<file path="src/design/rmq_pkg.sv">
// ----------------------------------------------------------------------------
// rmq_pkg
// Shared types and constants of the range maximum query block.
// ----------------------------------------------------------------------------
`default_nettype none

package rmq_pkg;

  localparam int DataW  = 32;
  localparam int IndexW = 10;
  localparam int CountW = 11;
  localparam int ApbW   = 32;
  localparam int AddrW  = 3;

  localparam logic OP_LOAD  = 1'b0;
  localparam logic OP_QUERY = 1'b1;

  localparam logic [CountW-1:0] COUNT_RESET = 11'd1024;

  // register index, taken from paddr[2]
  localparam logic REG_ELEMENT_COUNT = 1'b0;

  typedef struct packed {
    logic load;
    logic start;
    logic issue;
    logic emit;
  } rmq_cmd_t;

  typedef struct packed {
    logic range_ok;
    logic ptr_at_hi;
    logic out_free;
  } rmq_status_t;

endpackage

`default_nettype wire

</file>
<file path="src/design/rmq_ctrl.sv">
// ----------------------------------------------------------------------------
// rmq_ctrl
// Sequencer: accepts requests, steps the scan and hands off the result.
// ----------------------------------------------------------------------------
`default_nettype none

module rmq_ctrl
  import rmq_pkg::*;
(
  input  wire logic        clk_i,
  input  wire logic        rst_ni,
  input  wire logic        req_valid_i,
  input  wire logic        req_opcode_i,
  output logic             req_ready_o,
  input  wire rmq_status_t status_i,
  output rmq_cmd_t         cmd_o
);

  localparam logic [1:0] ST_IDLE  = 2'd0;
  localparam logic [1:0] ST_ISSUE = 2'd1;
  localparam logic [1:0] ST_DRAIN = 2'd2;
  localparam logic [1:0] ST_HOLD  = 2'd3;

  logic [1:0] state_q, state_d;

  always_comb begin
    state_d     = state_q;
    cmd_o       = '0;
    req_ready_o = 1'b0;
    unique case (state_q)
      ST_IDLE: begin
        req_ready_o = 1'b1;
        if (req_valid_i) begin
          if (req_opcode_i == OP_LOAD) begin
            cmd_o.load = 1'b1;
          end else begin
            cmd_o.start = 1'b1;
            state_d     = status_i.range_ok ? ST_ISSUE : ST_HOLD;
          end
        end
      end
      ST_ISSUE: begin
        cmd_o.issue = 1'b1;
        if (status_i.ptr_at_hi) begin
          state_d = ST_DRAIN;
        end
      end
      ST_DRAIN: begin
        state_d = ST_HOLD;
      end
      ST_HOLD: begin
        if (status_i.out_free) begin
          cmd_o.emit = 1'b1;
          state_d    = ST_IDLE;
        end
      end
      default: begin
        state_d = ST_IDLE;
      end
    endcase
  end

  always_ff @(posedge clk_i or negedge rst_ni) begin
    if (!rst_ni) begin
      state_q <= ST_IDLE;
    end else begin
      state_q <= state_d;
    end
  end

endmodule

`default_nettype wire

</file>
<file path="config.mk">
export PLATFORM = sky130hd
export DESIGN_NAME = rmq_ctrl
export DESIGN_NICKNAME = d
export VERILOG_FILES = /design/src/design/rmq_pkg.sv /design/src/design/rmq_ctrl.sv
export SDC_FILE = /design/constraint.sdc
export NUM_CORES = 1
export LEC_CHECK = 0
export BUFFER_PORTS_ARGS = -buffer_cell sky130_fd_sc_hd__buf_2
export CAP_MARGIN = 10
export CORE_AREA = 2 2 39 41
export DETAILED_ROUTE_END_ITERATION = 8
export DIE_AREA = 0 0 41 43
export SETUP_SLACK_MARGIN = 0.4
export SYNTH_ARGS = -nofsm -noshare
export SYNTH_HDL_FRONTEND = slang
export SYNTH_SLANG_ARGS = --single-unit
</file>
<file path="constraint.sdc">
create_clock -name clk_i -period 1.4 [get_ports clk_i]
set_input_delay 0.14 -clock clk_i [delete_from_list [all_inputs] [get_ports clk_i]]
set_output_delay 0.14 -clock clk_i [all_outputs]
set_load 0.1 [all_outputs]
</file>
# --- After elaboration in Yosys (flattened, before gate mapping) ---
# Index checks and enable logic that the tools add are counted.
totals:
  register_bits: 2
  latchBits: 0
  ram_bits: 0
  mem_bits_ro: 0
  in_bits: 7
  output_inout_bits: 5
  word_cells: 24
  mem_count: 0
op_classes:
  n_addsub: 0
  multipliers: 0
  n_div: 0
  magnitude_cmp: 0
  eq_ne: 7
  shifts: 0
  mux: 14
  bitwise: 0
  n_reduce_logical: 2
op_table:
  columns: ["op", "n"]
  rows:
  - ["$mux W2", 7]
  - ["$ne A2 B2 Y1 const B", 4]
  - ["$pmux W2 S4", 1]
  - ["$mux W1", 6]
  - ["$eq A2 B2 Y1 const B", 2]
  - ["$reduce_and A4 Y1", 1]
  - ["$eq A2 B1 Y1 const B", 1]
  - ["$logic_not A2 Y1", 1]

# --- Depth between registers and ports, before layout ---
logic_depth:
  word_depth: 4
  depth_mapped: 5
  ltp_nobuf: 5

# --- Worst setup path before layout ---
# OpenSTA, ideal clock, no wires.
synth_path:
  path_type: "register -> output"
  startpoint: "reg state_q[0]"
  endpoint: "out cmd_o[3] (netlist name)"
  arrival_time_ns: 2.748
  required_time_ns: 1.260
  setup_slack_ns: -1.488
  stages_incl_launch_ff: 5
  cell_sequence: "dfrtp_1 inv_1 ha_1 nand2_1 nor2_1"
synth_rtl:
  columns: ["item", "line", "text"]
  rows:
  - ["start, declared", "rmq_ctrl.sv:24", "logic [1:0] state_q, state_d;"]
  - ["start signal, assigned", "rmq_ctrl.sv:67", "state_q <= state_d;"]
  - ["end, declared", "rmq_ctrl.sv:16", "output rmq_cmd_t cmd_o"]

# --- Final worst setup path ---
layout_path:
  startpoint: "reg state_q[0]"
  endpoint: "reg state_q[1]"
layout_via:
  elab_chain_len: 3
  elab_cells_between_ends: 10
layout_lines:
  columns: ["item", "line", "text"]
  rows:
  - ["$eq A2 B1 Y1, or another cell as far along", "rmq_ctrl.sv:30", "unique case (state_q)"]
  - ["$ne A2 B2 Y1 (no line)", null, null]
  - ["$reduce_and A4 Y1 (no line)", null, null]
# Parallel ways exist; a longest one is shown, timed or not.
# A chain may end at the register's enable or synchronous reset.

==> flow_summary.json <==
{
  "status": "finished with violations",
  "violations": "setup timing",
  "grt-ovfl-total": 0,
  "post_drt_wl_per_cell_um": 9.39,
  "end_kind": "flop",
  "cts_max_level": 1,
  "arrival_ns": 1.58,
  "setup_viol": 3,
  "clk_latency_ns": 0.22,
  "grt_pass1_vias": 258,
  "areaGrowthSynthToFinish_pct": 131,
  "n_fill_cell": 134,
  "grt_max_degree": 7,
  "synth.yosys.seq_area_share": 0.221,
  "dpl-instance-area_um2": 459,
  "synth.mux.area_fraction": 0,
  "period_minus_slack_ns": 1.43,
  "initialDrtViolationCount": 0,
  "io_pins": 12,
  "viasPerCell": 4.17,
  "tritoncts": "yes",
  "cp_data_required_time_ns": 1.55,
  "finalWorstSetupSlack_ns": -0.0251,
  "diodes": 0,
  "async_flop_share": 1.00,
  "relSlewSlack": 0.796,
  "crit_buf_inv": 0,
  "firstDrtPassIters": 1,
  "rsz0062_at_grt": "true",
  "max_clock_freq_mhz": 702,
  "report.final.hold_viol_count": 0,
  "min_path_type": "primary input to asynchronous set/reset pin",
  "ant_nets": 0,
  "nNetsFinal": 61,
  "top_regs": "state_q: 2 flops",
  "hpwl_um": 513,
  "top_register": "state_q",
  "crit_chain": "ha_2 > nor2b_4 > or4_1 > nand4_1",
  "clk_pin_slew_ns": 0.03,
  "multi_input_area_um2": 224,
  "post-route-util": 0.379,
  "tightest_slew_ns": 0.304,
  "layout_common_cells": "6 x buf_2, 5 x buf_12, 5 x buf_4",
  "vias": 267,
  "synth_compound_area_frac": 0.0829,
  "cp-start-kind": "flop",
  "final_layout_size_suffix_gt1_frac": 0.708,
  "synth_warnings": 0,
  "gp_congestion": 0.731,
  "syn_nets": 37,
  "max_stage_delay_ns": 0.51,
  "crit_fanout": 3,
  "die_h_um": 43,
  "ys_ff_latch": 2,
  "synth_cell_types": 19,
  "synthAdderAreaFrac": 0.221,
  "rows": 14,
  "max_cap_viol_count": 0,
  "cts-root-buf": "clkbuf_4",
  "yosys.area_share.simple": 0.442,
  "path_delay_family": "simple AND/OR/NAND/NOR gates",
  "largest_reg_flops": 2,
  "critPathSlowestCell": "or4_1",
  "clk_path_buf_depth": 2,
  "routed_wl_um": 601,
  "start_util": 0.164,
  "fin_worst_skew_ns": 0.00283,
  "port-buffer-count": 11,
  "final_area_um2": 524,
  "netlist_area_um2": 226,
  "grt_pass1_wl_mm": 1.03,
  "layout_commonest_cell": "buf_2",
  "crit_type": "flop to flop",
  "synth_top_family_by_area": "simple AND/OR/NAND/NOR gates",
  "synth_enable_flop_cells": 0,
  "syn_avg_cell_area_um2": 8.71,
  "synth_ff_type": "dfrtp_1",
  "post-route-period-util": 1.02,
  "core_mm2": 0.00138,
  "die_w_um": 41,
  "synthCells": 26,
  "grt_usage": 0.0883,
  "fp.dieArea_mm2": 0.00176,
  "drc": 0,
  "ff_latch_area_um2": 50.0,
  "synth-xor-area-share": 0,
  "grt_antenna_before_repair": 0,
  "drv_slew": 0,
  "numCtsBuffers": 3,
  "cts.sinks": 2
}
## Yosys cell counts (2+ instances only)
library cell / n / area share
dfrtp_1: 2 / 0.22
ha_1: 4 / 0.22
inv_1: 2 / 0.033
nand2_1: 2 / 0.033
nand2b_1: 2 / 0.055
## per-stage QoR
step           setup slack, ns  cells  setup TNS (ns)  hold slack, ns
5_1_grt                -0.0800     64          -0.307           0.238
3_5_place_dp           -0.0582     58         -0.0582         -0.0715
2_1_floorplan           -0.226     26          -0.561          -0.156
6_report               -0.0251     64         -0.0516           0.230
4_1_cts                -0.0212     64         -0.0515           0.226
3_3_place_gp           -0.0286     58         -0.0286         -0.0726
## routing by layer
| layer | share of wire | GRT usage | routed length [um] |
|---|---|---|---|
| met1 | 0.39 | 0.0897 | 232 |
| met3 | 0.032 | 0.0314 | 19 |
| met2 | 0.57 | 0.150 | 340 |
| met5 | 0 | 0 | 0 |
| met4 | 0.015 | 0.0400 | 9 |
## layout make-up
| cell class | count | area share |
|---|---|---|
| clock buffers | 3 | 0.0430 |
| inverters | 2 | 0.0143 |
| multi-input cells | 22 | 0.427 |
| flip-flops and latches | 2 | 0.0955 |
| well taps | 16 | 0.0382 |
| repair buffers | 19 | 0.382 |
## cells by family (layout without fill, tap and decap cells)
group	after synthesis	in the layout
flip-flops	2	2
AO/OA/AOI/OAI	3	3
adder cells (fa/ha/maj)	4	4
buffers and inverters	2	24
AND/OR/NAND/NOR	15	15
## worst paths after layout
check / start / to / slack, ns / cells past startpoint
setup / recovery: state_q[0] / state_q[1] / -0.03 / 4
hold / removal: rst_ni / state_q[0] / 0.23 / 2
setup reg to reg: state_q[0] / state_q[1] / -0.03 / 4
hold reg to reg: state_q[1] / state_q[1] / 0.70 / 3
max in group asynchronous: rst_ni / state_q[1] / 1.07 / 2
min in group clk_i: status_i[2] / state_q[1] / 0.31 / 4
## timing repair
action,4_1_cts,5_1_grt
endpoints found under the setup margin,7,7
pin swaps,6,3
buffers inserted,2,0
hold endpoints to repair,2,0
gates resized for setup,4,1
cloned,0,0
hold buffers,1,0
Power is left out: the tool's default activity adds up to more than one toggle a clock period on the data nets, which glitch-free logic cannot reach.
